$ cat src/prpv_pkg.sv
// prpv_pkg: shared types and constants of the press/release peak-valley detector
// holds field widths, register index codes, request codes and the result record
// no dependencies

package prpv_pkg;

	// fixed port widths
	localparam int SAMPLE_W  = 12;
	localparam int THR_W     = 12;
	localparam int CFG_IDX_W = 1;

	// configuration register indexes
	localparam logic [CFG_IDX_W-1:0] REG_THRESHOLD_ON  = 1'b0;
	localparam logic [CFG_IDX_W-1:0] REG_THRESHOLD_OFF = 1'b1;

	// request codes
	localparam logic REQ_SAMPLE = 1'b0;
	localparam logic REQ_CLEAR  = 1'b1;

	// one result transaction
	typedef struct packed {
		logic released;
		logic state_changed;
		logic alarm_fire;
		logic peak_rising;
	} result_t;

endpackage

$ cat src/press_release_peak_valley_detector.sv
// press_release_peak_valley_detector: per-channel peak/valley tracking with hysteresis
// and a shared alarm latch; one input register stage, one result register
// depends on prpv_pkg

//  channel | handshake             | payload
//  --------+-----------------------+--------------------------------------------
//  in      | in_valid / in_stall   | req_type, channel, sample
//  out     | out_valid / out_stall | released, state_changed, alarm_fire,
//          |                       | peak_rising
//  cfg     | cfg_we                | cfg_index, cfg_wdata
//
//  a transaction passes the input register, then the state update and the result
//  register; one transaction per cycle is sustained while the output is not
//  stalled, set by the single read-modify-write of the channel state
//  reset clears all channel state, both thresholds and the alarm latch
//  in_stall rises only when the input register holds a transaction and the
//  result register is full and stalled

module press_release_peak_valley_detector
	import prpv_pkg::*;
#(
	parameter int SAMPLE_BITS  = 12,
	parameter int NUM_CHANNELS = 2
) (
	input  logic                 clk,
	input  logic                 arst_n,

	// configuration
	input  logic                 cfg_we,
	input  logic [CFG_IDX_W-1:0] cfg_index,
	input  logic [THR_W-1:0]     cfg_wdata,

	// input channel
	input  logic                 in_valid,
	output logic                 in_stall,
	input  logic                 req_type,
	input  logic                 channel,
	input  logic [SAMPLE_W-1:0]  sample,

	// output channel
	output logic                 out_valid,
	input  logic                 out_stall,
	output logic                 released,
	output logic                 state_changed,
	output logic                 alarm_fire,
	output logic                 peak_rising
);

	// index width into the channel state; at least one bit
	localparam int CH_IDX_W = (NUM_CHANNELS > 1) ? $clog2(NUM_CHANNELS) : 1;
	// width for comparing a sample difference against a threshold
	localparam int CMP_W    = (SAMPLE_BITS > THR_W) ? SAMPLE_BITS : THR_W;

	// thresholds
	logic [THR_W-1:0] thr_on_q;
	logic [THR_W-1:0] thr_off_q;

	// per-channel state
	logic [NUM_CHANNELS-1:0] released_q;
	logic [SAMPLE_BITS-1:0]  peak_q   [NUM_CHANNELS];
	logic [SAMPLE_BITS-1:0]  valley_q [NUM_CHANNELS];
	logic                    alarm_q;

	// input register stage
	logic                valid_s1;
	logic                req_s1;
	logic                channel_s1;
	logic [SAMPLE_W-1:0] sample_s1;

	// result register
	logic    out_valid_q;
	result_t res_q;

	// pipeline control
	logic advance;
	logic in_accept;

	// update logic
	logic                   ch_ok;
	logic [CH_IDX_W-1:0]    idx;
	logic [SAMPLE_BITS-1:0] samp;
	logic                   cur_rel;
	logic [SAMPLE_BITS-1:0] cur_peak;
	logic [SAMPLE_BITS-1:0] cur_valley;
	logic [SAMPLE_BITS-1:0] drop;
	logic [SAMPLE_BITS-1:0] rise;
	logic                   nxt_rel;
	logic [SAMPLE_BITS-1:0] nxt_peak;
	logic [SAMPLE_BITS-1:0] nxt_valley;
	logic                   state_we;
	result_t                res_d;

	// the stage moves when the result register is empty or being drained
	assign advance   = !out_valid_q || !out_stall;
	assign in_stall  = valid_s1 && !advance;
	assign in_accept = in_valid && !in_stall;

	// configuration writes
	always_ff @(posedge clk or negedge arst_n) begin
		if (!arst_n) begin
			thr_on_q  <= '0;
			thr_off_q <= '0;
		end else if (cfg_we) begin
			case (cfg_index)
				REG_THRESHOLD_ON:  thr_on_q  <= cfg_wdata;
				REG_THRESHOLD_OFF: thr_off_q <= cfg_wdata;
				default: ;
			endcase
		end
	end

	// input register: valid is control, payload needs no reset
	always_ff @(posedge clk or negedge arst_n) begin
		if (!arst_n) begin
			valid_s1 <= 1'b0;
		end else if (advance || !valid_s1) begin
			valid_s1 <= in_accept;
		end
	end

	always_ff @(posedge clk) begin
		if (in_accept) begin
			req_s1     <= req_type;
			channel_s1 <= channel;
			sample_s1  <= sample;
		end
	end

	// channel state lookup; out-of-range channels are masked by ch_ok
	always_comb begin
		ch_ok      = 32'(channel_s1) < NUM_CHANNELS;
		idx        = CH_IDX_W'(channel_s1);
		samp       = SAMPLE_BITS'(sample_s1);
		cur_rel    = released_q[idx];
		cur_peak   = peak_q[idx];
		cur_valley = valley_q[idx];
		drop       = cur_peak - samp;
		rise       = samp - cur_valley;
	end

	// hysteresis step for one sample, or a clear request
	always_comb begin
		nxt_rel    = cur_rel;
		nxt_peak   = cur_peak;
		nxt_valley = cur_valley;
		state_we   = 1'b0;
		res_d      = '0;

		if (req_s1 == REQ_CLEAR) begin
			// clear only touches the alarm latch
			res_d.released = ch_ok && cur_rel;
		end else if (ch_ok) begin
			state_we = 1'b1;
			if (!cur_rel) begin
				if (samp >= cur_peak) begin
					nxt_peak          = samp;
					res_d.peak_rising = 1'b1;
				end else if (CMP_W'(drop) >= CMP_W'(thr_on_q)) begin
					nxt_valley          = samp;
					nxt_rel             = 1'b1;
					res_d.state_changed = 1'b1;
				end
			end else begin
				if (samp <= cur_valley) begin
					nxt_valley = samp;
				end else if (CMP_W'(rise) >= CMP_W'(thr_off_q)) begin
					nxt_peak            = samp;
					nxt_rel             = 1'b0;
					res_d.state_changed = 1'b1;
				end
			end
			res_d.released   = nxt_rel;
			// alarm fires only on the first release since the last clear
			res_d.alarm_fire = nxt_rel && res_d.state_changed && !alarm_q;
		end
	end

	// state write-back as the transaction enters the result register
	always_ff @(posedge clk or negedge arst_n) begin
		if (!arst_n) begin
			released_q <= '0;
			alarm_q    <= 1'b0;
			for (int i = 0; i < NUM_CHANNELS; i++) begin
				peak_q[i]   <= '0;
				valley_q[i] <= '0;
			end
		end else if (advance && valid_s1) begin
			if (state_we) begin
				released_q[idx] <= nxt_rel;
				peak_q[idx]     <= nxt_peak;
				valley_q[idx]   <= nxt_valley;
			end
			if (req_s1 == REQ_CLEAR) begin
				alarm_q <= 1'b0;
			end else if (res_d.alarm_fire) begin
				alarm_q <= 1'b1;
			end
		end
	end

	// result register
	always_ff @(posedge clk or negedge arst_n) begin
		if (!arst_n) begin
			out_valid_q <= 1'b0;
		end else if (advance) begin
			out_valid_q <= valid_s1;
		end
	end

	always_ff @(posedge clk) begin
		if (advance && valid_s1) begin
			res_q <= res_d;
		end
	end

	assign out_valid     = out_valid_q;
	assign released      = res_q.released;
	assign state_changed = res_q.state_changed;
	assign alarm_fire    = res_q.alarm_fire;
	assign peak_rising   = res_q.peak_rising;

endmodule
$ cat config.mk
export PLATFORM = sky130hd
export DESIGN_NAME = press_release_peak_valley_detector
export DESIGN_NICKNAME = d
export VERILOG_FILES = /design/src/prpv_pkg.sv /design/src/press_release_peak_valley_detector.sv
export SDC_FILE = /design/constraint.sdc
export NUM_CORES = 1
export LEC_CHECK = 0
export BUFFER_PORTS_ARGS = -buffer_cell sky130_fd_sc_hd__buf_2
export CAP_MARGIN = 10
export CORE_MARGIN = 3
export CORE_UTILIZATION = 60
export CTS_BUF_LIST = sky130_fd_sc_hd__clkbuf_4 sky130_fd_sc_hd__clkbuf_8
export DETAILED_ROUTE_END_ITERATION = 6
export PLACE_DENSITY = 0.79
export SETUP_SLACK_MARGIN = 0.4
export SYNTH_ARGS = -nofsm -noshare
export SYNTH_HDL_FRONTEND = slang
export SYNTH_SLANG_ARGS = --single-unit
export TNS_END_PERCENT = 100
$ cat constraint.sdc
create_clock -name clk -period 5.95 [get_ports clk]
set_clock_uncertainty 0.2 [all_clocks]
set_input_delay 1.785 -clock clk [delete_from_list [all_inputs] [get_ports clk]]
set_output_delay 1.785 -clock clk [all_outputs]
set_load 0.005 [all_outputs]
* Word-level counts from Yosys, hierarchy flattened
Index checks and enable logic that the tools add are counted.
Word-level totals: bits in latches 0, register bits 95, memories kept 0, bits in writable memories 0, memory bits (read-only) 0, input bits 32, output and inout port bits 6
Cells by class: reductions and logical operators 21, bitwise logic cells 3, eq/ne operators 0, shift operators 0, muxes and demuxes 41, add/sub/neg operators 2, div/mod/pow operators 0, $lt $le $gt $ge 8, multipliers 0
Operator list (count):
- $mux W12 | 17
- $bwmux W24 | 2
- $ge A12 B12 Y1 | 3
- $sub A12 B12 Y12 | 2
- $mux W1 | 18
- $demux W12 S1 | 1
- $le A12 B12 Y1 | 1
- $reduce_and A2 Y1 | 4
- $logic_and A1 B1 Y1 | 7
- $logic_not A1 Y1 | 6
- $bwmux W2 | 1
- $ge A2 B2 Y1 const B | 1
- $logic_or A1 B1 Y1 | 2
- $lt A1 B2 Y1 const B | 1
- $lt A2 B1 Y1 const B | 1
- $mux W2 | 1
- $not A1 Y1 | 2
- $not A1 Y2 | 1
- $reduce_bool A2 Y1 | 1
- $reduce_or A2 Y1 | 1
- $demux W1 S1 | 1
- $ge A1 B1 Y1 const B | 1

* Logic depth before layout (Yosys ltp)
Gate-level depths: netlist of run 1.
word-level depth 15, gate-level depth with buffers 20, depth with buffers taken out 17

* Least setup slack after synthesis of run 1
OpenSTA, ideal clock, no wires.
path type reg-to-reg, start register channel_s1, end register valley_q[13] in the netlist's numbering, cell stages (with the launch flop) 21, setup time 0.128 ns, path buffers 3, slack 1.170 ns, arrival 4.452 ns, cell sequence edfxtp_1 buf_4 clkbuf_1 mux2_2 ha_1 nor2b_1 o21a_1 o21ai_0 a21o_1 o21ai_0 a211oi_1 nor3_1 ha_1 a21o_1 a211oi_1 o211a_1 a221oi_1 a21oi_2 nor3b_2 buf_4 mux2_1
On the way: word-level cells in the longest chain between the ends 11, elaborated cells between the ends (all ways) 24, classes of those cells add/sub (1); order compare (5); mux (16); bitwise (1); reduce/logical (1)
RTL lines:
- start, declared | RTL line press_release_peak_valley_detector.sv:67 | logic channel_s1;
- start signal, assigned | RTL line press_release_peak_valley_detector.sv:124 | channel_s1 <= channel;
- $not A1 Y2 (implied by the code) | RTL line press_release_peak_valley_detector.sv:135, press_release_peak_valley_detector.sv:136, press_release_peak_valley_detector.sv:191
- $mux W12 (implied by the code) (3 in series) | RTL line press_release_peak_valley_detector.sv:135 | cur_peak = peak_q[idx];
- $sub A12 B12 Y12 | RTL line press_release_peak_valley_detector.sv:137 | drop = cur_peak - samp;
- $ge A12 B12 Y1 | RTL line press_release_peak_valley_detector.sv:158 | end else if (CMP_W'(drop) >= CMP_W'(thr_on_q)) begin
- $mux W12 | RTL line press_release_peak_valley_detector.sv:158
- $mux W12 | RTL line press_release_peak_valley_detector.sv:155 | if (samp >= cur_peak) begin
- $mux W12 | RTL line press_release_peak_valley_detector.sv:154 | if (!cur_rel) begin
- $mux W12 | RTL line press_release_peak_valley_detector.sv:149 | if (req_s1 == REQ_CLEAR) begin
- $bwmux W24 * | RTL line press_release_peak_valley_detector.sv:191 | valley_q[idx] <= nxt_valley;
- end signal, assigned by index | RTL line press_release_peak_valley_detector.sv:191
- end, declared | RTL line press_release_peak_valley_detector.sv:61 | logic [SAMPLE_BITS-1:0] valley_q [NUM_CHANNELS];
Every way passes the cells marked *; elsewhere a longest branch is shown, timed or not. The select of a mux whose other input is x is not followed. A chain may end at the register's enable or synchronous reset.

* Final worst setup path of run 1
start register channel_s1, end register valley_q[4] in the netlist's numbering
The elaborated chain is that of the path after synthesis.

==> results by group, run 1 <==
CTS
  • Clk sinks: 95
  • Clock-pin slew on the worst setup and hold paths: 0.11 ns
  • Max H-tree Level: 3
  • TritonCTS clock tree: done
  • Clock buffer depth: 2
  • CTS Buf Count: 9
  • Hold Buf Count CTS: 0
  • Clock Tree Root: clkbuf_8
  • Clk Latency, worst-skew pair: 0.38 ns

Drt
  • DR WL/cell: about 18 µm
  • Initial drt markers: between 100 and 150
  • Vias/cell: 5.87
  • # DRC: 0
  • Routed Antenna Nets: 0
  • Final wirelength: ~12 mm
  • DR pass1 iterations: 4
  • Via count: 3,685

Floorplan
  • Initial Util: 62.5%
  • Horiz. Die Dim: 102 µm
  • Chip height: around 100 µm
  • Row Count: 34
  • IO Count: 38
  • Core Area: 0.00885 mm²
  • DIE AREA: 0.0104 mm²

Yosys
  • Post-Syn Nets: 553
  • Ys Warns: 0
  • Yosys cell types: 53
  • Async set-or-reset flop fraction in the synthesized netlist: between 80% and 90%
  • Cell taking the most area after synthesis: dfrtp_1
  • Top cells by area, synth: dfrtp_1 (35%), ha_1 (11%), edfxtp_1 (9.8%)
  • Mapped Area: around 0.0055 mm²
  • Yosys top cell area share: 34.8%
  • Sequential area share after synthesis: 44.6%
  • Post-synth EDFFs: 18
  • Synth Register Bits: 95
  • Cells after Synth: around 470
  • Synth Flop Type: dfrtp_1
  • Avg Synthesized Cell Area: approximately 12 µm²

Final layout
  • Cell area after layout: 0.00606 mm²
  • Final Core Density: about two thirds
  • Layout cells sized above 1: between 20% and 30%
  • Nets: around 600
  • Antenna cells: 0
  • Area delta synth->final: 9.57%

Place
  • RePlAce Congestion: roughly 0.89
  • Placed cell area: approximately 0.006 mm²
  • IO buf count: 37
  • DP HPWL: 8.79 mm
  • Pre-CTS setup slack: 0.730 ns

Global route
  • Vias in the first global route: just under 4,000
  • Largest net degree at the start of global routing: 78
  • Antenna violations before repair: 0
  • Gr ovfl total: 0
  • GRT Util Overall: 23.6%
  • First-pass GRT wire length: about 19 mm

Worst setup path
  • CP Capture Type: flip-flop
  • Critical Path Start Type: flip-flop
  • Reg2reg path depth: 18
  • WP data arrival: roughly 5.4 ns
  • Worst-path maximum fanout: 18
  • Req. time, crit path: 6.00 ns
  • Worst setup path class: reg2reg

STA
  • Slew HR: 36.1%
  • Final worst-path cycle share: between 80% and 90%
  • Max Clk Rate: 188 MHz
  • Slew Limit Fails: 0
  • Setup ws final: 0.643 ns
  • Worst-margin pin slew: 0.958 ns
  • Setup TNS after final layout: 0 ns
  • Final min period: 5.31 ns
  • RSZ-0062 raised after global routing: no
  • Final setup violation count: 0
  • Final hold violations: 0

Pwr
  • Lkg Pwr: 2.91 nW
  • P per Cell Area: 476 mW/mm²
  • Peak supply drop: roughly 280 µV

Worst hold path
  • Worst Hold Class: reg2reg
  • Hold depth: 1

Flow run
  • Max capacitance violation total: 0

Status
  • Status: finished, final reports clean
-- cells in the mapped netlist, types with 4 or more instances --
cell type  number
a21o_1          7
nand2b_1        6
mux2_2         28
nor2_1         13
xor2_1          4
nand2_1        26
inv_1          43
mux2i_1        13
clkbuf_1        4
mux2_1         28
o21ai_0        19
nand4_1         5
nor2b_1         6
edfxtp_1       18
nor3_1          6
a21oi_1        29
dfrtp_1        77
nand3_1         6
ha_1           48
xnor2_1        13
mux2_4         20
o21a_1          7
-- layout make-up --
cell class,instances,area (µm²)
multi-input combinational,323,2840
fill,655,2790
sequential,95,2470
timing repair buffer,43,233
inverter,43,161
tap,108,135
clock buffer,9,124
clock inverter,7,100
-- registers in the layout, indices dropped and copies added, names as in the netlist, 2 cells and up --
register / count
peak_q: 24
released_q: 2
samp: 12
thr_off_q: 12
thr_on_q: 12
valley_q: 24
-- metal layers --
metal / vias to the layer above / global-route usage [%] / share of wire, %
met5: - / 0 / 0
met4: 0 / 7.27 / 1.8
met3: 23 / 4.10 / 2.3
met2: 54 / 40.8 / 50
met1: 1833 / 30.5 / 46
li1: 1775 / - / -
-- power by group --
| part | total [mW] | internal [mW] | leakage [nW] | switching (mW) |
|---|---|---|---|---|
| Combinational | 1.45 | 0.681 | 1.66 | 0.768 |
| Clock | 0.471 | 0.208 | 0.112 | 0.263 |
| Sequential | 0.968 | 0.858 | 1.13 | 0.111 |
| Total | 2.89 | 1.75 | 2.91 | 1.14 |
-- cell usage in the layout, fill, tap and decap left out, types with 4 or more instances in the layout --
| cell | count |
|---|---|
| dfrtp_1 | 77 |
| ha_1 | 48 |
| inv_1 | 43 |
| buf_2 | 36 |
| a21oi_1 | 29 |
| mux2_2 | 28 |
| mux2_1 | 28 |
| nand2_1 | 26 |
| mux2_4 | 20 |
| o21ai_0 | 19 |
| edfxtp_1 | 18 |
| nor2_1 | 13 |
| xnor2_1 | 13 |
| mux2i_1 | 13 |
| clkbuf_8 | 9 |
| o21a_1 | 7 |
| a21o_1 | 7 |
| buf_4 | 7 |
| nor2b_1 | 6 |
| nor3_1 | 6 |
| nand3_1 | 6 |
| nand2b_1 | 6 |
| nand4_1 | 5 |
| xor2_1 | 4 |
-- logic make-up after synthesis --
group	count (synthesis)	synth area share [%]
AO/OA/AOI/OAI	90	10.9
XOR/XNOR	17	2.69
adder cells (fa/ha/maj)	50	11.6
buffers and inverters	53	4.07
flip-flops	95	44.6
multiplexers	89	19.2
AND/OR/NAND/NOR	77	6.99
-- stage by stage --
stage | hold slack [ns] | instances | total power, mW
3_5_place_dp | 0.275 | 612 | 2.41
4_1_cts | 0.300 | 628 | 2.89
6_report | 0.300 | 628 | 2.89
5_1_grt | 0.309 | 628 | 3.11
2_1_floorplan | 0.252 | 471 | 2.05
3_3_place_gp | 0.264 | 612 | 2.33
-- worst max-delay path, stage by stage (launching register included) --
cell      delay (ns)
edfxtp_1        0.65
buf_4           0.39
mux2_2          0.38
ha_1            0.33
o21a_1          0.20
nor2_1          0.17
a21o_1          0.13
o21ai_0         0.10
a211oi_1        0.30
nor3_1          0.10
ha_1            0.33
a21o_1          0.12
a211oi_1        0.09
o211a_1         0.12
a221oi_1        0.63
a21oi_2         0.17
nor3_2          0.18
buf_4           0.23
mux2_1          0.35
-- repair_timing --
action,in CTS,in global routing
resized for setup,0,1
endpoints found under the setup margin,0,24
buffers inserted,0,0
-- final timing paths --
kind	endpoint	slack (ns)	from
max	valley_q[4]	0.64	channel_s1
min	valley_q[1]	0.30	valley_q[1]
max reg2reg	valley_q[4]	0.64	channel_s1
min reg2reg	valley_q[1]	0.30	valley_q[1]
max in group asynchronous	valley_q[5]	3.58	arst_n
min in group asynchronous	thr_on_q[4]	1.35	arst_n
Note: power is estimated with default switching activity, not from simulation.
==> run 2, diff against run 1 <==
--- a/config.mk
+++ b/config.mk
@@ -7,11 +7,13 @@
 export LEC_CHECK = 0
 export BUFFER_PORTS_ARGS = -buffer_cell sky130_fd_sc_hd__buf_2
 export CAP_MARGIN = 10
+export CELL_PAD_IN_SITES_DETAIL_PLACEMENT = 2
+export CELL_PAD_IN_SITES_GLOBAL_PLACEMENT = 2
 export CORE_MARGIN = 3
-export CORE_UTILIZATION = 60
+export CORE_UTILIZATION = 43
 export CTS_BUF_LIST = sky130_fd_sc_hd__clkbuf_4 sky130_fd_sc_hd__clkbuf_8
 export DETAILED_ROUTE_END_ITERATION = 6
-export PLACE_DENSITY = 0.79
+export PLACE_DENSITY = 0.82
 export SETUP_SLACK_MARGIN = 0.4
 export SYNTH_ARGS = -nofsm -noshare
 export SYNTH_HDL_FRONTEND = slang
==> run 2 against run 1 <==
Net effect: worst hold slack better by 0.0089 ns; critical path type unchanged; maximum frequency rose by 1.0%; largest cell class unchanged; global-route usage increased by 0.57 points; design area increased by 1.6%; combinational power grew 8%; worst setup slack gained 0.053 ns; via count grew 5.6%; sequential share of layout area is 0.64 points lower; critical path depth rose by 1; register-to-register slack better by 0.05 ns.
==> results by group, run 2 (synthesis gave the netlist of run 1 again) <==
Global route
  • GRT Util Overall: 24.2%
  • First-pass GRT wire length: around 26 mm
  • Antenna violations before repair: 0
  • Vias in the first global route: 4,543
  • Gr ovfl total: 0
  • Largest net degree at the start of global routing: slightly below 80

Final layout
  • Fill cells: 1,268
  • Antenna cells: 0
  • Layout cells sized above 1: 23.2%
  • Cell area after layout: ~0.006 mm²
  • Commonest non-fill, non-tap cell in the layout: dfrtp_1
  • Area delta synth->final: 11.3%
  • Biggest regs: peak_q (24), valley_q (24)
  • Final std cells w/o fill: a little under 700
  • Nets: 602
  • Most frequent cells in the layout: dfrtp_1 (77), ha_1 (48), inv_1 (43)

Worst setup path
  • CP max stage cell: edfxtp_1
  • Reg2reg path depth: 19
  • Critical Path Start Type: flip-flop
  • Crit-path max cell delay: roughly 0.66 ns
  • Worst-path maximum fanout: 7
  • Critical path depth: 19
  • Req. time, crit path: 6.01 ns
  • Top delay family on crit path: compound AO/OA/AOI/OAI gates
  • WP data arrival: 5.31 ns
  • Reg2Reg Setup Slack: 0.70 ns
  • Critical path, cell by cell: inv_1 -> ha_1 -> nor2b_1 -> o21a_1 -> o21ai_0 -> a21o_1 -> o21ai_0 -> a211oi_1 -> nor3_1 -> ha_1 -> a21o_1 -> a211oi_1 -> o211a_1 -> a221oi_1 -> buf_4 -> a21oi_2 -> nor3b_4 -> buf_4 -> mux2_1
  • CP Capture Type: flip-flop
  • CP Buf/Inv Count: 3
  • Worst setup path class: reg2reg

Drt
  • Via count: 3,891
  • Vias/cell: about 5.6
  • Initial drt markers: 160
  • Routed Antenna Nets: 0
  • # DRC: 0
  • DR WL/cell: 23.3 µm
  • Final wirelength: 16.2 mm
  • DR pass1 iterations: 4

CTS
  • Max H-tree Level: 3
  • Clk sinks: 95
  • Clk Latency, worst-skew pair: 0.39 ns
  • TritonCTS clock tree: done
  • Clock-pin slew on the worst setup and hold paths: around 0.10 ns
  • Clock buffer depth: 2
  • Clock Tree Root: clkbuf_8
  • CTS Buf Count: 9
  • Hold Buf Count CTS: 0

STA
  • Slew Limit Fails: 0
  • Final min period: 5.25 ns
  • Worst-margin pin slew: 1.02 ns
  • Worst hold slack: 0.309 ns
  • Slew HR: 31.9%
  • RSZ-0062 raised after global routing: no
  • Final hold violations: 0
  • Setup TNS after final layout: 0 ns
  • Max Clk Rate: 190 MHz
  • Final worst-path cycle share: 88.3%
  • Final setup violation count: 0

Pwr
  • Sequential Power Share: 33.0%
  • Net Switching: 1.24 mW
  • Lkg Pwr: 2.93 nW
  • Power Total: 3.03 mW
  • Cell-internal power: 1.78 mW
  • Clock Power Share: 15.0%
  • Sw Ratio: 41.1%
  • P per Cell Area: 491 mW/mm²
  • Peak supply drop: 192 µV
  • Combinational Power Share: 52.0%

Place
  • IO buf count: 37
  • Cells after DPL: 675
  • RePlAce Congestion: 0.863
  • DP HPWL: 11.7 mm
  • Placed cell area: ~0.0059 mm²

Floorplan
  • DIE AREA: 0.0143 mm²
  • Horiz. Die Dim: 119 µm
  • IO Count: 38
  • Core Area: 0.0123 mm²
  • Chip height: 119 µm
  • Row Count: 40
  • Initial Util: 44.9%

Worst hold path
  • Hold depth: 1
  • Worst Hold Class: reg2reg

Flow run
  • Max capacitance violation total: 0

Status
  • Status: finished, final reports clean
run 2: worst paths after layout:
path,endpoint,start
worst min register to register,valley_q[3],valley_q[3]
max in group asynchronous,released_q[1],arst_n
worst max register to register,valley_q[14],samp[1]
min in group asynchronous,thr_off_q[8],arst_n
worst min-delay path,valley_q[3],valley_q[3]
worst max-delay path,valley_q[14],samp[1]
run 2: per-layer routing:
metal / GRT usage (%) / wire length, µm / part of all wire, % / vias to the layer above
met5: 0 / 0 / 0 / -
met4: 7.23 / 285 / 1.8 / 0
met3: 4.65 / 553 / 3.4 / 22
met2: 43.1 / 8460 / 52 / 74
met1: 29.7 / 6880 / 43 / 2019
li1: - / - / - / 1776
run 2: final cells by class:
type	count	area, µm²	area share (%)
clock buffer	10	138	2.23
clock inverter	6	65.1	1.06
inverter	43	161	2.62
multi-input combinational	323	2850	46.2
sequential	95	2470	40.1
tap	168	210	3.41
timing repair buffer	48	270	4.39
run 2: what timing repair did:
action                                  CTS  global route
hold endpoints to repair                  0             0
resized for setup                         0             2
buffers inserted                          2             0
endpoints found under the setup margin    7            11
run 2: through the flow:
stage	worst slack, ns	util, %
detailed placement	0.357	48.2
finish	0.696	50.0
global placement	0.682	48.2
floorplan	1.17	-
CTS	0.615	50.0
global route	0.435	50.0
run 2: power by group through the flow:
stage	registers, mW	logic [mW]	clock network [mW]
2_1_floorplan	0.937	1.12	0
3_3_place_gp	0.976	1.41	0
3_5_place_dp	1.00	1.53	0
4_1_cts	0.993	1.58	0.471
5_1_grt	1.02	1.76	0.498
6_report	0.999	1.57	0.455
run 2: worst reg2reg max path, cell delays in order, from the launching register on:
cell,delay [ns]
edfxtp_1,0.66
inv_1,0.17
ha_1,0.36
nor2b_1,0.14
o21a_1,0.18
o21ai_0,0.36
a21o_1,0.17
o21ai_0,0.09
a211oi_1,0.32
nor3_1,0.10
ha_1,0.34
a21o_1,0.13
a211oi_1,0.09
o211a_1,0.13
a221oi_1,0.37
buf_4,0.21
a21oi_2,0.10
nor3b_4,0.39
buf_4,0.24
mux2_1,0.36
==> run 3, diff against run 2 <==
--- a/config.mk
+++ b/config.mk
@@ -9,7 +9,7 @@
 export CAP_MARGIN = 10
 export CELL_PAD_IN_SITES_DETAIL_PLACEMENT = 2
 export CELL_PAD_IN_SITES_GLOBAL_PLACEMENT = 2
-export CORE_MARGIN = 3
+export CORE_MARGIN = 2
 export CORE_UTILIZATION = 43
 export CTS_BUF_LIST = sky130_fd_sc_hd__clkbuf_4 sky130_fd_sc_hd__clkbuf_8
 export DETAILED_ROUTE_END_ITERATION = 6
==> run 3 against run 2 <==
Net effect: worst hold slack got worse by 0.022 ns; critical path type unchanged; highest routed layer unchanged; maximum frequency rose by 1.3%; clock power fell by 4%; cell count fell by 0.14%; combinational power barely moved; sequential power fell by 2%; register-to-register slack improved by 0.07 ns; die area fell by 3.3%; via count fell by 2.0%.
==> results by group, run 3 (synthesis gave the netlist of run 1 again) <==
Status
  • Status: finished, final reports clean

Final layout
  • Layout cells sized above 1: 23.1%
  • Area delta synth->final: 11.7%
  • Nets: 598
  • Commonest non-fill, non-tap cell in the layout: dfrtp_1
  • Biggest regs: peak_q (24), valley_q (24)
  • Final std cells w/o fill: 692
  • Antenna cells: 0
  • Most frequent cells in the layout: dfrtp_1 (77), ha_1 (48), inv_1 (43)

CTS
  • Clock buffer depth: 2
  • Clock Tree Root: clkbuf_8
  • Clk Latency, worst-skew pair: 0.38 ns
  • Max H-tree Level: 3
  • CTS Buf Count: 9
  • TritonCTS clock tree: done
  • Clock-pin slew on the worst setup and hold paths: 0.10 ns
  • Clk sinks: 95

Drt
  • # DRC: 0
  • Final wirelength: 14.9 mm
  • Via count: 3,812
  • DR pass1 iterations: 4
  • Vias/cell: 5.51
  • DR WL/cell: 21.5 µm
  • Initial drt markers: 130
  • Routed Antenna Nets: 0

Floorplan
  • Core Area: approximately 0.013 mm²
  • DIE AREA: about 0.014 mm²
  • Chip height: approximately 120 µm
  • Horiz. Die Dim: around 120 µm
  • IO Count: 38
  • Initial Util: 44.0%
  • Row Count: 41

Worst setup path
  • CP Capture Type: flip-flop
  • Critical path, cell by cell: buf_4 -> mux2_2 -> ha_1 -> inv_1 -> fa_1 -> a21o_1 -> a21oi_2 -> o21bai_1 -> a21o_1 -> a21oi_1 -> xnor2_1 -> ha_1 -> and3_1 -> a2111oi_4 -> a2111oi_4 -> o21bai_2 -> buf_4 -> mux2_1
  • Req. time, crit path: 6.02 ns
  • CP max stage cell: edfxtp_1
  • WP data arrival: 5.26 ns
  • Worst-path maximum fanout: 23
  • Critical Path Start Type: flip-flop
  • Worst setup path class: reg2reg
  • CP Buf/Inv Count: 3
  • Crit-path max cell delay: 0.50 ns
  • Top delay family on crit path: compound AO/OA/AOI/OAI gates

Pwr
  • Lkg Pwr: 2.90 nW
  • P per Cell Area: roughly 480 mW/mm²
  • Peak supply drop: 193 µV

Global route
  • Vias in the first global route: 4,331
  • First-pass GRT wire length: 24.6 mm
  • GRT Util Overall: 23.1%
  • Antenna violations before repair: 0
  • Gr ovfl total: 0
  • Largest net degree at the start of global routing: between 70 and 80

STA
  • Worst-margin pin slew: between 0.9 and 1 ns
  • Slew Limit Fails: 0
  • Final worst-path cycle share: around 87%
  • Slew HR: 33.6%
  • Final min period: 5.19 ns
  • RSZ-0062 raised after global routing: no
  • Final hold violations: 0
  • Final setup violation count: 0
  • Max Clk Rate: 193 MHz
  • Setup TNS after final layout: 0 ns

Flow run
  • Max capacitance violation total: 0

Place
  • Cells after DPL: 675
  • DP HPWL: around 11 mm
  • RePlAce Congestion: 0.785
  • IO buf count: 37

Worst hold path
  • Worst Hold Class: reg2reg
-- run 3: cell types whose count changed in the layout (fill, tap and decap cells not counted), sizes merged --
cell and change:
inv -2, buf -4, clkinvlp +1
-- run 3: power breakdown --
part / switching, mW / internal [mW]
Combinational: 0.850 / 0.710
Clock: 0.240 / 0.198
Sequential: 0.126 / 0.859
Total: 1.22 / 1.77
-- run 3: cell type report --
type	count	area, µm²
Clock buffer	10	131
Clock inverter	5	58.8
Fill cell	1264	6390
Inverter	43	161
Multi-Input combinational cell	323	2880
Sequential cell	95	2470
Tap cell	172	215
Timing Repair Buffer	44	265
-- run 3: metal layers --
layer | vias to the layer above | routed length (µm) | global-route usage [%]
met5 | - | 0 | 0
met4 | 0 | 283 | 7.30
met3 | 18 | 445 | 3.84
met2 | 63 | 7380 | 38.3
met1 | 1971 | 6750 | 31.0
li1 | 1760 | - | -
-- run 3: repair_timing --
item / 4_1_cts / 5_1_grt
endpoints found under the setup margin: 24 / 51
gates resized for setup: 2 / 5
hold buffers: 0 / 0
buffers inserted: 0 / 2
cloned: 0 / 0
pin swaps: 0 / 2
-- run 3: final timing paths --
check / slack, ns / to / depth (start not counted) / from
min in group asynchronous: 1.34 / thr_on_q[3] / 1 / arst_n
setup / recovery: 0.76 / peak_q[1] / 18 / channel_s1
hold reg to reg: 0.29 / valley_q[20] / 1 / valley_q[20]
hold / removal: 0.29 / valley_q[20] / 1 / valley_q[20]
max in group asynchronous: 3.54 / valley_q[23] / 1 / arst_n
setup reg to reg: 0.76 / peak_q[1] / 18 / channel_s1
-- run 3: metrics by stage --
step                      instance area, µm²  utilization, %  setup WS [ns]  hold WS [ns]  power (mW)
after floorplan                         5530               -           1.17         0.252        2.05
after global placement                  5910            47.0          0.651         0.263        2.34
after detailed placement                5910            47.0          0.285         0.274        2.49
after CTS                               6110            48.6          0.467         0.294        2.97
after global routing                    6180            49.2          0.386         0.303        3.24
final                                   6180            49.2          0.763         0.286        2.98
